File: src/hw/rtl/ldf_pkg.sv
// Package for the length-prefixed frame deframer.
// Holds shared types, constants and the frame-kind classifier.
// No dependencies.
package ldf_pkg;

  localparam int unsigned MaxFrameDefault = 1024;

  localparam logic [7:0]  HeaderFirstReset  = 8'hEB;
  localparam logic [7:0]  HeaderSecondReset = 8'h51;
  localparam logic [10:0] MaxFrameLenReset  = 11'd1024;

  localparam logic [7:0]  KindUpgradeByte = 8'h35;
  localparam logic [7:0]  KindExportByte  = 8'h33;
  localparam logic [16:0] FrameOverhead   = 17'd5;

  localparam int unsigned CfgIndexW = 2;

  typedef enum logic [CfgIndexW-1:0] {
    CFG_HEADER_FIRST  = 2'd0,
    CFG_HEADER_SECOND = 2'd1,
    CFG_MAX_FRAME_LEN = 2'd2
  } cfg_reg_t;

  typedef enum logic [1:0] {
    KIND_OTHER   = 2'd0,
    KIND_UPGRADE = 2'd1,
    KIND_EXPORT  = 2'd2
  } frame_kind_t;

  typedef enum logic [1:0] {
    ST_HUNT  = 2'd0,
    ST_HEAD1 = 2'd1,
    ST_BODY  = 2'd2
  } sync_state_t;

  typedef struct packed {
    logic [7:0]  header_first;
    logic [7:0]  header_second;
    logic [10:0] max_frame_len;
  } ldf_cfg_t;

  typedef struct packed {
    logic [7:0]  data_byte;
    logic [9:0]  byte_index;
    logic        last;
    logic [1:0]  frame_kind;
    logic        checksum_ok;
    logic        frame_error;
  } ldf_result_t;

  function automatic frame_kind_t classify(input logic [7:0] b);
    frame_kind_t k;
    if (b == KindUpgradeByte) begin
      k = KIND_UPGRADE;
    end else if (b == KindExportByte) begin
      k = KIND_EXPORT;
    end else begin
      k = KIND_OTHER;
    end
    return k;
  endfunction

endpackage

File: src/hw/rtl/ldf_cfg_regs.sv
// Configuration register file of the frame deframer.
// Depends on ldf_pkg for register indexes and reset values.
module ldf_cfg_regs (
  input  logic                            clk,
  input  logic                            rst_n,
  input  logic                            cfg_valid,
  input  logic [ldf_pkg::CfgIndexW-1:0]   cfg_index,
  input  logic [10:0]                     cfg_data,
  output ldf_pkg::ldf_cfg_t               cfg
);
  import ldf_pkg::*;

  ldf_cfg_t cfg_r;

  always_ff @(posedge clk) begin
    if (!rst_n) begin
      cfg_r.header_first  <= HeaderFirstReset;
      cfg_r.header_second <= HeaderSecondReset;
      cfg_r.max_frame_len <= MaxFrameLenReset;
    end else if (cfg_valid) begin
      unique case (cfg_index)
        CFG_HEADER_FIRST:  cfg_r.header_first  <= cfg_data[7:0];
        CFG_HEADER_SECOND: cfg_r.header_second <= cfg_data[7:0];
        CFG_MAX_FRAME_LEN: cfg_r.max_frame_len <= cfg_data;
        default: ;
      endcase
    end
  end

  assign cfg = cfg_r;

endmodule

File: src/hw/rtl/ldf_in_reg.sv
// Input register stage of the frame deframer: holds one received byte.
// Depends on nothing beyond the handshake from the next stage.
module ldf_in_reg (
  input  logic       clk,
  input  logic       rst_n,
  input  logic       in_valid,
  input  logic [7:0] in_byte_in,
  output logic       in_stall,
  input  logic       advance,
  output logic       byte_valid,
  output logic [7:0] byte_q
);

  logic       valid_r;
  logic       valid_nxt;
  logic [7:0] byte_r;
  logic       take;

  // A new byte can enter whenever the held one moves on or the stage is empty.
  assign in_stall  = valid_r && !advance;
  assign take      = in_valid && !in_stall;
  assign valid_nxt = take ? 1'b1 : (advance ? 1'b0 : valid_r);

  always_ff @(posedge clk) begin
    if (!rst_n) begin
      valid_r <= 1'b0;
    end else begin
      valid_r <= valid_nxt;
    end
  end

  always_ff @(posedge clk) begin
    if (take) begin
      byte_r <= in_byte_in;
    end
  end

  assign byte_valid = valid_r;
  assign byte_q     = byte_r;

endmodule

File: src/hw/rtl/ldf_parser.sv
// Frame parser: header hunt, length capture, index count and XOR checksum.
// Updates its state once per byte and forms the result for that byte.
// Depends on ldf_pkg.
module ldf_parser #(
  parameter int unsigned MAX_FRAME = ldf_pkg::MaxFrameDefault
) (
  input  logic                  clk,
  input  logic                  rst_n,
  input  logic                  step,
  input  logic [7:0]            byte_q,
  input  ldf_pkg::ldf_cfg_t     cfg,
  output logic                  res_valid,
  output ldf_pkg::ldf_result_t  res
);
  import ldf_pkg::*;

  localparam int unsigned CntW = $clog2(MAX_FRAME);
  localparam logic [16:0] MaxFrameW = 17'(MAX_FRAME);

  sync_state_t  state_r, state_nxt;
  logic [CntW-1:0] cnt_r, cnt_nxt;
  logic [15:0]  len_r, len_nxt;
  logic [7:0]   xor_r, xor_nxt;
  frame_kind_t  kind_r, kind_nxt;

  logic [15:0]      len_eff;
  logic [CntW+16:0] cnt_wide;
  logic [16:0]      cnt17;
  logic [16:0]      total;
  logic [16:0]      last_idx;
  logic [16:0]      limit;
  logic [16:0]      cfg_max17;
  logic [CntW+9:0]  idx_wide;
  logic             too_long;
  logic             at_end;

  assign cnt_wide  = {17'd0, cnt_r};
  assign cnt17     = cnt_wide[16:0];
  assign idx_wide  = {10'd0, cnt_r};
  assign cfg_max17 = {6'd0, cfg.max_frame_len};
  assign limit     = (MaxFrameW < cfg_max17) ? MaxFrameW : cfg_max17;

  always_comb begin
    if (cnt_r == CntW'(2)) begin
      len_eff = {8'd0, byte_q};
    end else if (cnt_r == CntW'(3)) begin
      len_eff = {byte_q, len_r[7:0]};
    end else begin
      len_eff = len_r;
    end
  end

  assign total    = {1'b0, len_eff} + FrameOverhead;
  assign last_idx = {1'b0, len_eff} + 17'd4;
  assign too_long = (cnt_r == CntW'(3)) && (total > limit);
  assign at_end   = (cnt17 >= 17'd4) && (cnt17 == last_idx);

  always_comb begin
    state_nxt = state_r;
    cnt_nxt   = cnt_r;
    len_nxt   = len_r;
    xor_nxt   = xor_r;
    kind_nxt  = kind_r;
    res_valid = 1'b0;
    res       = '0;
    unique case (state_r)
      ST_HUNT: begin
        if (byte_q == cfg.header_first) begin
          state_nxt = ST_HEAD1;
          cnt_nxt   = CntW'(1);
        end
      end
      ST_HEAD1: begin
        if (byte_q == cfg.header_second) begin
          state_nxt = ST_BODY;
          cnt_nxt   = CntW'(2);
          xor_nxt   = byte_q;
        end else begin
          state_nxt = ST_HUNT;
          cnt_nxt   = '0;
          len_nxt   = '0;
          xor_nxt   = '0;
          kind_nxt  = KIND_OTHER;
        end
      end
      ST_BODY: begin
        res_valid      = 1'b1;
        res.data_byte  = byte_q;
        res.byte_index = idx_wide[9:0];
        if (too_long || at_end) begin
          res.last = 1'b1;
          if (too_long) begin
            res.frame_error = 1'b1;
          end else begin
            // The shortest frame carries its kind in the checksum byte itself.
            res.frame_kind  = (cnt_r == CntW'(4)) ? classify(byte_q) : kind_r;
            res.checksum_ok = (xor_r == byte_q);
          end
          state_nxt = ST_HUNT;
          cnt_nxt   = '0;
          len_nxt   = '0;
          xor_nxt   = '0;
          kind_nxt  = KIND_OTHER;
        end else begin
          if (cnt_r == CntW'(4)) begin
            kind_nxt = classify(byte_q);
          end
          len_nxt = len_eff;
          xor_nxt = xor_r ^ byte_q;
          cnt_nxt = cnt_r + CntW'(1);
        end
      end
      default: begin
        state_nxt = ST_HUNT;
        cnt_nxt   = '0;
        len_nxt   = '0;
        xor_nxt   = '0;
        kind_nxt  = KIND_OTHER;
      end
    endcase
  end

  always_ff @(posedge clk) begin
    if (!rst_n) begin
      state_r <= ST_HUNT;
      cnt_r   <= '0;
      len_r   <= '0;
      xor_r   <= '0;
      kind_r  <= KIND_OTHER;
    end else if (step) begin
      state_r <= state_nxt;
      cnt_r   <= cnt_nxt;
      len_r   <= len_nxt;
      xor_r   <= xor_nxt;
      kind_r  <= kind_nxt;
    end
  end

endmodule

File: src/hw/rtl/ldf_out_reg.sv
// Result register of the frame deframer, driving the output channel.
// Depends on ldf_pkg for the result struct.
module ldf_out_reg (
  input  logic                  clk,
  input  logic                  rst_n,
  input  logic                  load,
  input  logic                  load_valid,
  input  ldf_pkg::ldf_result_t  res,
  input  logic                  out_stall,
  output logic                  free,
  output logic                  out_valid,
  output ldf_pkg::ldf_result_t  out_res
);
  import ldf_pkg::*;

  logic        valid_r, valid_nxt;
  ldf_result_t res_r;

  // The register can take a new result when empty or when its transaction completes now.
  assign free = !valid_r || !out_stall;

  always_comb begin
    if (load) begin
      valid_nxt = load_valid;
    end else if (!out_stall) begin
      valid_nxt = 1'b0;
    end else begin
      valid_nxt = valid_r;
    end
  end

  always_ff @(posedge clk) begin
    if (!rst_n) begin
      valid_r <= 1'b0;
    end else begin
      valid_r <= valid_nxt;
    end
  end

  always_ff @(posedge clk) begin
    if (load && load_valid) begin
      res_r <= res;
    end
  end

  assign out_valid = valid_r;
  assign out_res   = res_r;

endmodule

File: src/hw/rtl/length_prefixed_frame_deframer_top.sv
// Top level of the length-prefixed frame deframer.
// Instantiates ldf_cfg_regs, ldf_in_reg, ldf_parser and ldf_out_reg; uses ldf_pkg.
//
// The deframer takes one received byte per transaction, hunts for the two
// configured header bytes, reads a little-endian 16-bit length and passes on
// every frame byte from index 2 onward with its index. The final byte carries
// the frame kind and the XOR checksum result; a frame longer than
// min(max_frame_len, MAX_FRAME) ends at its fourth byte with frame_error set.
// Header bytes produce no result. A byte is registered on input, then parsed
// and its result lands in the output register; one byte is accepted every
// cycle while the output is not stalled.
// The configuration port is always ready and should be written while idle.
module length_prefixed_frame_deframer_top #(
  parameter int unsigned MAX_FRAME = ldf_pkg::MaxFrameDefault
) (
  input  logic                           clk,
  input  logic                           rst_n,
  input  logic                           in_valid,
  output logic                           in_stall,
  input  logic [7:0]                     in_byte_in,
  output logic                           out_valid,
  input  logic                           out_stall,
  output logic [7:0]                     out_data_byte,
  output logic [9:0]                     out_byte_index,
  output logic                           out_last,
  output logic [1:0]                     out_frame_kind,
  output logic                           out_checksum_ok,
  output logic                           out_frame_error,
  input  logic                           cfg_valid,
  output logic                           cfg_ready,
  input  logic [ldf_pkg::CfgIndexW-1:0]  cfg_index,
  input  logic [10:0]                    cfg_data
);
  import ldf_pkg::*;

  ldf_cfg_t    cfg;
  ldf_result_t res;
  ldf_result_t out_res;
  logic        byte_valid;
  logic [7:0]  byte_q;
  logic        free;
  logic        step;
  logic        res_valid;

  assign cfg_ready = 1'b1;
  assign step      = byte_valid && free;

  ldf_cfg_regs u_cfg (
    .clk       (clk),
    .rst_n     (rst_n),
    .cfg_valid (cfg_valid && cfg_ready),
    .cfg_index (cfg_index),
    .cfg_data  (cfg_data),
    .cfg       (cfg)
  );

  ldf_in_reg u_in (
    .clk        (clk),
    .rst_n      (rst_n),
    .in_valid   (in_valid),
    .in_byte_in (in_byte_in),
    .in_stall   (in_stall),
    .advance    (step),
    .byte_valid (byte_valid),
    .byte_q     (byte_q)
  );

  ldf_parser #(
    .MAX_FRAME (MAX_FRAME)
  ) u_parser (
    .clk       (clk),
    .rst_n     (rst_n),
    .step      (step),
    .byte_q    (byte_q),
    .cfg       (cfg),
    .res_valid (res_valid),
    .res       (res)
  );

  ldf_out_reg u_out (
    .clk        (clk),
    .rst_n      (rst_n),
    .load       (step),
    .load_valid (res_valid),
    .res        (res),
    .out_stall  (out_stall),
    .free       (free),
    .out_valid  (out_valid),
    .out_res    (out_res)
  );

  assign out_data_byte   = out_res.data_byte;
  assign out_byte_index  = out_res.byte_index;
  assign out_last        = out_res.last;
  assign out_frame_kind  = out_res.frame_kind;
  assign out_checksum_ok = out_res.checksum_ok;
  assign out_frame_error = out_res.frame_error;

endmodule

File: config.mk
export PLATFORM = sky130hd
export DESIGN_NAME = length_prefixed_frame_deframer_top
export DESIGN_NICKNAME = d
export VERILOG_FILES = /design/src/hw/rtl/ldf_pkg.sv /design/src/hw/rtl/ldf_cfg_regs.sv /design/src/hw/rtl/ldf_in_reg.sv /design/src/hw/rtl/ldf_parser.sv /design/src/hw/rtl/ldf_out_reg.sv /design/src/hw/rtl/length_prefixed_frame_deframer_top.sv
export SDC_FILE = /design/constraint.sdc
export NUM_CORES = 1
export LEC_CHECK = 0
export BUFFER_PORTS_ARGS = -buffer_cell sky130_fd_sc_hd__buf_2
export CORE_MARGIN = 2
export CORE_UTILIZATION = 50
export DETAILED_ROUTE_END_ITERATION = 6
export HOLD_SLACK_MARGIN = 0.02
export PLACE_DENSITY = 0.69
export SLEW_MARGIN = 40
export SYNTH_ARGS = -nofsm -noshare
export SYNTH_HDL_FRONTEND = slang
export SYNTH_SLANG_ARGS = --single-unit
export TNS_END_PERCENT = 30
File: constraint.sdc
create_clock -name clk -period 13.38 [get_ports clk]
set_input_delay 2.007 -clock clk [delete_from_list [all_inputs] [get_ports clk]]
set_output_delay 2.007 -clock clk [all_outputs]
set_load 0.03 [all_outputs]
==> results of run 1 <==
-- flip-flops by register name (all words and copies together) (netlist names) --
| signal | flops |
|---|---|
| u_parser.xor_r | 8 |
| u_out.out_res | 23 |
| u_out.out_valid | 1 |
| u_cfg.cfg | 27 |
| u_in.byte_valid | 1 |
| u_parser.state_r | 2 |
| u_in.byte_q | 8 |
| u_parser.cnt_r | 10 |
| u_parser.len_r | 16 |
| u_parser.kind_r | 2 |
-- placed cells by master, fill, tap and decap left out, types with 7 or more instances in the layout --
cell type | synthesis | layout
and2_1 | 34 | 34
and3_1 | 17 | 17
clkbuf_16 | 0 | 10
buf_4 | 1 | 8
nor4_1 | 10 | 10
a21oi_1 | 14 | 14
nand4_1 | 23 | 23
nand3_1 | 30 | 30
nor2_1 | 16 | 16
nor2b_1 | 27 | 26
edfxtp_1 | 31 | 31
dfxtp_1 | 67 | 67
o31ai_1 | 15 | 15
nand2_1 | 96 | 96
xor2_1 | 16 | 16
xnor2_1 | 34 | 34
buf_2 | 6 | 50
ha_1 | 21 | 21
nor3_1 | 7 | 7
mux2i_1 | 28 | 28
o21ai_0 | 10 | 10
inv_1 | 12 | 11
nor3b_1 | 8 | 7
o21a_1 | 10 | 10
a22o_1 | 9 | 9
nand2b_1 | 11 | 11
a221o_1 | 8 | 8
o41ai_1 | 16 | 16
-- routing by layer --
| layer | up-vias | wire (um) |
|---|---|---|
| li1 | 2540 | - |
| met1 | 2525 | 7080 |
| met2 | 259 | 7580 |
| met3 | 38 | 1260 |
| met4 | 0 | 384 |
| met5 | - | 0 |
-- kinds of logic after synthesis --
family	after synthesis
AO/OA/AOI/OAI	122
XOR/XNOR	50
adder cells (fa/ha/maj)	21
buffers and inverters	63
flip-flops	98
multiplexers	30
other	1
AND/OR/NAND/NOR	303
-- cells in the mapped netlist, drive strengths merged (2+ instances only) --
library cell  count  area (um2)
nand2            96         360
dfxtp            67        1340
and2             34         213
xnor2            34         298
clkbuf           31         118
edfxtp           31         931
nand3            30         150
mux2i            28         280
nor2b            27         169
nand4            23         144
ha               21         263
buf              20         124
and3             17         106
nor2             17        71.3
o41ai            16         140
xor2             16         140
o31ai            15         113
a21oi            14        70.1
nor4             13         100
inv              12        45.0
o21ai            12        60.1
nand2b           11        68.8
o21a             10        75.1
a22o              9        78.8
a221o             8        80.1
nor3              8        45.0
nor3b             8        60.1
a31o              6        52.6
or4               6        52.6
a21o              5        37.5
a22oi             5        37.5
or3               5        31.3
a21boi            4        30.0
a211oi            3        22.5
a41o              3        30.0
nor4b             3        26.3
a222oi            2        20.0
mux2              2        22.5
nand3b            2        15.0
o311ai            2        17.5
-- path summary, 6_finish.rpt --
check | slack, ns | depth (start not counted) | end | startpoint
max | 6.85 | 22 | u_parser.cnt_r[6] | u_parser.cnt_r[2]
min | 0.48 | 2 | u_cfg.cfg[22] | u_cfg.cfg[22]
max reg2reg | 6.85 | 22 | u_parser.cnt_r[6] | u_parser.cnt_r[2]
min reg2reg | 0.48 | 2 | u_cfg.cfg[22] | u_cfg.cfg[22]
-- where the power goes --
group	switching (uW)	internal, uW	leakage [uW]
clock	115	139	0.000145
sequential	10.6	311	0.000793
combinational	20.9	16.5	0.00165
-- per-stage QoR --
stage                     hold slack, ns  cell area, um2  utilization (%)
after floorplan                    0.456            6140                -
after global placement             0.468            6390             53.2
after detailed placement           0.476            6400             53.3
after CTS                          0.485            6680             55.6
after global routing               0.510            6690             55.7
final                              0.479            6690             55.7
-- layout make-up --
cell class / instances / area, um2
Clock buffer: 12 / 262
Clock inverter: 4 / 23.8
Fill cell: 1138 / 5320
Inverter: 12 / 45.0
Multi-Input combinational cell: 527 / 3590
Sequential cell: 98 / 2270
Tap cell: 147 / 184
Timing Repair Buffer: 58 / 310
-- tightest hold or removal path, delay by kind of cell, from the launching register on --
family / cells / cell delay (ns)
DFF: 1 / 0.32
and+or+nand+nor: 2 / 0.11
==> impl_metrics.csv, run 1 <==
group,metric,value,unit
synthesis,synthSimpleGateAreaFrac,26.7,%
clock_network,holdBufCountCts,0,
final_layout,layout-drive-gt1-share,12.2,%
placed_design,port-buffer-count,50,
global_route,grt_pass1_wl,26400,um
worst_setup_path,worstSetupEndpointType,"register",
worst_setup_path,required,13.67,ns
synthesis,synth_edf_count,31,
pwr,power.density,91.6,nW/um2
synthesis,syn_area_per_cell,8.93,um2
sta,clock_skew,0.0110,ns
floorplan,boundaryPins,52,
sta,setup_viol,0,
route,wire_per_inst,19.0,um
pwr,total_leakage_power,0.00259,uW
final_layout,fin_cells,858,
synthesis,ys_seq_area_share,37.0,%
synthesis,synth_ff_type,"dfxtp_1",
floorplan,row_count,40,
global_route,antenna_found_initial,0,
worst_setup_path,path_cells,"nor4_2 > and3_1 > nor2_1 > a21oi_1 > inv_1 > ha_1 > a21oi_1 > nor2_1 > xor2_1 > nor2_1 > a21oi_1 > ha_1 > a21oi_1 > o21ai_0 > o21a_1 > nor4_1 > o221ai_1 > or4_1 > o311a_1 > buf_4 > nor3_2 > a22o_1",
synthesis,syn_area,6140,um2
final_layout,diodes,0,
synthesis,ys_warn_count,0,
worst_setup_path,path_common_cell,"a21oi_1",
sta,rsz0062_at_grt,"false",
synthesis,synthDistinctLibCells,62,
global_route,grt-busiest-layer,"met2",
synthesis,synth_compound_area_share,15.2,%
clock_network,cts_root_buf,"clkbuf_16",
route,drcViolationCount,0,
pwr,ir_drop,0.0697,mV
global_route,first_global_vias,5069,
route,vias,5362,
worst_setup_path,cp_top_family,"simple AND/OR/NAND/NOR gates",
worst_setup_path,cpPeakStageDelay,0.75,ns
worst_setup_path,crit_buf_inv,2,
sta,hold_viol_final,0,
global_route,grt_max_degree,67,
clock_network,cts_resized,0,
clock_network,worstSkewPairLatency,0.36,ns
sta,slew_viol_final,0,
global_route,use_met3,4.01,%
clock_network,cts_buffers,9,
flow_run,drv_cap,0,
clock_network,cts_sinks,98,
floorplan,initial_utilization,51.1,%
clock_network,cts_max_path_buffers,2,
sta,worst_slack,6.85,ns
global_route,met2_usage,41.5,%
status,status,"finished clean",
min_path,min_path_type,"reg -> reg",
synthesis,syn_nets,735,
sta,finalCritPeriodShare,48.8,%
pwr,p_total,613,uW
synthesis,synth_xor_area_share,7.13,%
worst_setup_path,critPathKind,"reg -> reg",
clock_network,cts_tree,"built",
final_layout,synthToLayoutAreaGrowth,8.88,%
floorplan,fp.dieW,115,um
sta,slew_headroom,40.1,%
route,first_pass_iters,6,
floorplan,die_h,115,um
sta,fmax,153,MHz
sta,tightest_slew,0.898,ns
global_route,grt_use_met1,35.2,%
synthesis,postSynthCellCount,688,
worst_setup_path,worstPathMaxFanout,40,
synthesis,synth_mux_area_share,4.93,%
synthesis,synth_top_family_by_area,"simple AND/OR/NAND/NOR gates",
sta,setup_tns,0,ns
synthesis,synth_fa_ha_area_share,4.28,%
placed_design,placed_cells,842,
synthesis,async_flop_share,0,%
floorplan,die_area,13200,um2
placed_design,pre_cts_ws,7.01,ns
placed_design,place_congestion,0.907,
global_route,overflow,0,
route,vias_per_cell,6.25,
placed_design,place_hpwl,11100,um
clock_network,h-tree-depth,3,
synthesis,ys_ff_latch,98,
worst_setup_path,cp-start-kind,"register",
route,ant_nets,0,
worst_setup_path,critPathSlowestCell,"nor4_2",
clock_network,clk_pin_slew,0.07,ns
clock_network,post_cts_buffers,0,
floorplan,coreArea,12000,um2
route,drt_iter0_drc,650,
global_route,track_usage,25.7,%
worst_setup_path,cp.arrival,6.83,ns
sta,fin_crit,6.53,ns
route,wl,16300,um
final_layout,nNetsFinal,753,
Note: power is estimated with default switching activity, not from simulation.
==> run 2, diff against run 1 <==
--- a/config.mk
+++ b/config.mk
@@ -10,7 +10,7 @@
 export CORE_UTILIZATION = 50
 export DETAILED_ROUTE_END_ITERATION = 6
 export HOLD_SLACK_MARGIN = 0.02
-export PLACE_DENSITY = 0.69
+export PLACE_DENSITY = 0.71
 export SLEW_MARGIN = 40
 export SYNTH_ARGS = -nofsm -noshare
 export SYNTH_HDL_FRONTEND = slang
==> constraint.sdc (replaced) <==
create_clock -name clk -period 6 [get_ports clk]
set_input_delay 0.9 -clock clk [delete_from_list [all_inputs] [get_ports clk]]
set_output_delay 0.9 -clock clk [all_outputs]
set_load 0.03 [all_outputs]
==> impl_metrics.csv, run 2 (same netlist as run 1, synthesis figures left out) <==
group,metric,value,unit
route,vias,5439,
worst_setup_path,path_common_cell,"nand2_1",
flow_run,drv_cap,0,
final_layout,multi_input_comb_area,3630,um2
pwr,pwr-share-seq,52.4,%
worst_setup_path,required,6.30,ns
sta,clock_skew,0.0119,ns
route,ant_nets,0,
route,drcViolationCount,0,
sta,finalCritPeriodShare,93.8,%
pwr,ir_drop,0.230,mV
worst_setup_path,critPathSlowestCell,"or4_1",
worst_setup_path,rr_startpoint,"u_parser.cnt_r[4]",
global_route,track_usage,25.9,%
final_layout,diodes,0,
pwr,p_sw,329,uW
floorplan,boundaryPins,52,
pwr,intPower,1010,uW
pwr,p_clk_share,40.0,%
pwr,comb_power_share,7.6,%
worst_setup_path,rrSetupSlack,0.37,ns
global_route,grt_max_degree,46,
pwr,p_total,1340,uW
worst_setup_path,r2r.worst_path.cells,21,
route,wire_per_inst,19.0,um
route,vias_per_cell,6.23,
min_path,worstHoldStart,"u_cfg.cfg[20]",
clock_network,cts_max_path_buffers,2,
pwr,power.density,196,nW/um2
worst_setup_path,cp.arrival,5.93,ns
final_layout,layout-drive-gt1-share,14.9,%
sta,holdWs,0.482,ns
global_route,first_global_vias,5183,
floorplan,row_count,40,
clock_network,cts_root_buf,"clkbuf_16",
worst_setup_path,cpPeakStageDelay,0.55,ns
sta,slew_headroom,43.0,%
pwr,swShare,24.6,%
floorplan,die_h,115,um
final_layout,fin_cells,873,
floorplan,die_area,13200,um2
global_route,overflow,0,
final_layout,largest_reg_flops,27,
final_layout,nNetsFinal,768,
sta,rsz0062_at_grt,"false",
final_layout,seqCellArea,2270,um2
global_route,antenna_found_initial,0,
clock_network,cts_tree,"built",
placed_design,place_hpwl,11500,um
sta,setup_viol,0,
pwr,total_leakage_power,0.00267,uW
placed_design,placed_cells,855,
floorplan,coreArea,12000,um2
worst_setup_path,worstSetupEndpointType,"register",
clock_network,h-tree-depth,3,
min_path,min_path_type,"reg -> reg",
clock_network,cts_buffers,9,
clock_network,worstSkewPairLatency,0.36,ns
worst_setup_path,path_cells,"nor4_4 > and3_1 > buf_4 > nand2_1 > nand2_1 > ha_1 > a21oi_2 > buf_4 > nor2_1 > xor2_1 > ha_1 > nand2_1 > o21ai_0 > o21a_1 > nor4_1 > o221ai_1 > or4_1 > o311a_2 > buf_12 > o41ai_1 > a22o_1",
route,drt_iter0_drc,660,
sta,tightest_slew,0.855,ns
floorplan,initial_utilization,51.1,%
final_layout,fillers,1074,
worst_setup_path,worstPathMaxFanout,31,
worst_setup_path,cp-start-kind,"register",
sta,fin_crit,5.63,ns
min_path,whs_path_depth,2,
clock_network,clk_pin_slew,0.07,ns
sta,slew_viol_final,0,
route,first_pass_iters,7,
min_path,whs_endpoint,"u_cfg.cfg[20]",
floorplan,fp.dieW,115,um
worst_setup_path,critPathKind,"reg -> reg",
final_layout,final_cell_mix,"nand2_1, dfxtp_1, buf_2, xnor2_1, and2_1",
route,wl,16600,um
status,status,"finished clean",
sta,hold_viol_final,0,
final_layout,postLayoutCoreUtil,56.9,%
worst_setup_path,critPathLaunch,"u_parser.cnt_r[4]",
final_layout,final_common_cell,"nand2_1",
placed_design,port-buffer-count,50,
placed_design,place_congestion,0.943,
sta,fmax,178,MHz
final_layout,synthToLayoutAreaGrowth,11.3,%
clock_network,cts_sinks,98,
global_route,grt_pass1_wl,26600,um
worst_setup_path,rr_endpoint,"u_parser.cnt_r[3]",
sta,setup_tns,0,ns
-- run 2: cell types whose count changed in the layout (fill, tap and decap cells not counted), sizes merged --
cell      previous run  this run
clkinv               4         3
buf                 58        73
clkbuf              12         9
clkinvlp             0         4
-- run 2: worst max path at each step --
stage / to / slack (ns) / cells past startpoint
finish: u_parser.cnt_r[3] / 0.37 / 21
global route: u_parser.cnt_r[3] / 0.006 / 23
CTS: u_parser.cnt_r[3] / 0.13 / 22
detailed placement: u_parser.cnt_r[3] / 0.01 / 22
global placement: u_parser.cnt_r[5] / 0.30 / 21
floorplan: u_out.out_res[4] / 0.57 / 24
-- run 2: cell type report --
cell class | instances | share of cell area (%)
Multi-Input combinational cell | 527 | 53.1
Clock buffer | 9 | 3.30
Clock inverter | 7 | 0.677
Timing Repair Buffer | 73 | 6.37
Sequential cell | 98 | 33.2
Inverter | 12 | 0.659
Tap cell | 147 | 2.69
-- run 2: power by group through the flow --
stage	Sequential [uW]	Combinational, uW	Clock (uW)
final	702	101	536
after global routing	703	108	568
after CTS	702	99.2	547
after detailed placement	717	98.6	0
after global placement	717	97.2	0
after floorplan	713	64.0	0
-- run 2: per-layer routing --
metal / GRT usage [%] / wire, um / part of all wire (%)
met5: 0 / 0 / 0
met4: 11.2 / 495 / 3.0
met3: 5.75 / 1520 / 9.1
met2: 40.5 / 7610 / 46
met1: 34.7 / 6960 / 42
-- run 2: stage by stage --
| step | setup WS [ns] | area [um2] |
|---|---|---|
| after floorplan | 0.572 | 6140 |
| after global placement | 0.299 | 6500 |
| after detailed placement | 0.0115 | 6510 |
| after CTS | 0.129 | 6790 |
| final | 0.372 | 6830 |
| after global routing | 0.00623 | 6830 |
-- run 2: timing repair --
item                       4_1_cts  5_1_grt
pin swaps                        0        1
setup endpoints to repair        7       31
gates resized for setup          1        5
setup buffers                    0        2
hold buffers                     0        0
-- run 2: critical path: cells and delay by family, from the launching register on --
family                   cells  cell delay [ns]
adder cells (fa/ha/maj)      2             0.50
AND/OR/NAND/NOR              8             2.14
AO/OA/AOI/OAI                7             1.70
flip-flops                   1             0.41
XOR/XNOR                     1             0.19
buffers and inverters        3             0.61
==> run 3, diff against run 2 <==
==> constraint.sdc (replaced) <==
create_clock -name clk -period 6 [get_ports clk]
set_input_delay 1.8 -clock clk [delete_from_list [all_inputs] [get_ports clk]]
set_output_delay 1.8 -clock clk [all_outputs]
set_load 0.03 [all_outputs]
==> impl_metrics.csv, run 3 (same netlist as run 1, synthesis figures left out) <==
group,metric,value,unit
flow_run,drv_cap,0,
placed_design,port-buffer-count,50,
final_layout,fin_cells,871,
final_layout,final_common_cell,"nand2_1",
floorplan,die_h,115,um
global_route,grt_max_degree,45,
pwr,power.density,197,nW/um2
pwr,ir_drop,0.178,mV
worst_setup_path,cp.arrival,6.03,ns
floorplan,boundaryPins,52,
clock_network,cts_sinks,98,
min_path,min_path_type,"reg -> reg",
worst_setup_path,rrSetupSlack,0.27,ns
placed_design,placed_cells,855,
worst_setup_path,worstSetupEndpointType,"register",
sta,hold_viol_final,0,
global_route,antenna_found_initial,0,
sta,fin_crit,5.73,ns
global_route,first_global_vias,5207,
route,vias,5434,
min_path,whs_endpoint,"u_cfg.cfg[21]",
floorplan,fp.dieW,115,um
final_layout,nNetsFinal,766,
route,drt_iter0_drc,558,
worst_setup_path,cp-start-kind,"register",
pwr,p_total,1340,uW
worst_setup_path,critPathKind,"reg -> reg",
sta,slew_viol_final,0,
final_layout,diodes,0,
clock_network,clk_pin_slew,0.06,ns
final_layout,final_cell_mix,"nand2_1, dfxtp_1, buf_2, xnor2_1, and2_1",
min_path,whs_path_depth,2,
clock_network,holdBufCountCts,0,
worst_setup_path,worstPathMaxFanout,31,
floorplan,die_area,13200,um2
sta,clock_skew,0.00711,ns
placed_design,pre_cts_ws,0.0420,ns
route,ant_nets,0,
route,first_pass_iters,5,
clock_network,post_cts_buffers,0,
route,vias_per_cell,6.24,
sta,setup_viol,0,
global_route,grt_pass1_wl,26400,um
final_layout,largest_reg_flops,27,
placed_design,place_hpwl,11600,um
sta,tightest_slew,0.848,ns
clock_network,h-tree-depth,3,
pwr,total_leakage_power,0.00266,uW
placed_design,place_congestion,0.950,
sta,rsz0062_at_grt,"false",
worst_setup_path,rr_startpoint,"u_parser.cnt_r[4]",
final_layout,fin_area,6810,um2
global_route,overflow,0,
worst_setup_path,rr_endpoint,"u_parser.cnt_r[9]",
sta,slew_headroom,43.5,%
final_layout,layout-drive-gt1-share,14.2,%
worst_setup_path,required,6.30,ns
clock_network,cts_root_buf,"clkbuf_16",
placed_design,placed_area,6510,um2
status,status,"finished clean",
worst_setup_path,r2r.worst_path.cells,21,
sta,worst_slack,0.268,ns
route,wire_per_inst,19.1,um
clock_network,cts_buffers,9,
route,drcViolationCount,0,
sta,finalCritPeriodShare,95.5,%
floorplan,initial_utilization,51.1,%
min_path,worstHoldStart,"u_cfg.cfg[21]",
clock_network,worstSkewPairLatency,0.36,ns
clock_network,cts_tree,"built",
route,wl,16700,um
floorplan,row_count,40,
final_layout,synthToLayoutAreaGrowth,10.9,%
sta,fmax,174,MHz
floorplan,coreArea,12000,um2
sta,setup_tns,0,ns
global_route,track_usage,25.7,%
clock_network,cts_max_path_buffers,2,
==> run 3: worst max-delay path, cell delays in order (launching register included) <==
cell and delay [ns]:
dfxtp_1 0.41, nor4_4 0.60, nand3_1 0.35, nand2_1 0.17, o21ai_0 0.15, ha_1 0.28
a21oi_2 0.27, nor2_1 0.11, xor2_1 0.15, nor2_1 0.09, a21oi_1 0.05, ha_1 0.31
a21oi_1 0.13, o21ai_0 0.12, o21a_1 0.19, nor4_1 0.22, o221ai_1 0.15, or4_1 0.55
o311a_1 0.52, buf_12 0.24, o41ai_1 0.42, a22o_1 0.18
==> run 3: worst max path at each step <==
stage / start / end / depth (start not counted)
final: u_parser.cnt_r[4] / u_parser.cnt_r[9] / 21
after global routing: u_parser.cnt_r[4] / u_parser.cnt_r[3] / 21
after global placement: u_parser.cnt_r[2] / u_parser.cnt_r[5] / 21
after CTS: u_parser.cnt_r[6] / u_parser.cnt_r[6] / 21
after floorplan: u_parser.cnt_r[4] / u_out.out_res[4] / 24
after detailed placement: u_parser.cnt_r[2] / u_parser.cnt_r[6] / 21
==> run 3: what timing repair did <==
item,in CTS,in global routing
setup endpoints to repair,7,23
pin swaps,0,1
gates resized for setup,1,4
==> run 3: power breakdown <==
part / switching (uW) / internal, uW
clock: 247 / 290
sequential: 10.4 / 692
combinational: 61.2 / 39.4
==> run 3: cell type report <==
class / instances / area [um2]
Tap cell: 147 / 184
Multi-Input combinational cell: 527 / 3620
Clock inverter: 5 / 30.0
Clock buffer: 11 / 243
Inverter: 12 / 45.0
Sequential cell: 98 / 2270
Fill cell: 1052 / 5200
Timing Repair Buffer: 71 / 420
==> run 3: per-stage QoR <==
stage | hold WS [ns] | util (%)
5_1_grt | 0.494 | 56.7
3_5_place_dp | 0.469 | 54.2
4_1_cts | 0.478 | 56.5
2_1_floorplan | 0.456 | -
3_3_place_gp | 0.467 | 54.2
6_report | 0.475 | 56.7
==> run 3: metal layers <==
layer,up-vias,wire (um),track usage (%)
met5,-,0,0
li1,2571,-,-
met2,276,7600,40.5
met4,0,453,11.5
met3,42,1430,6.33
met1,2545,7170,33.6
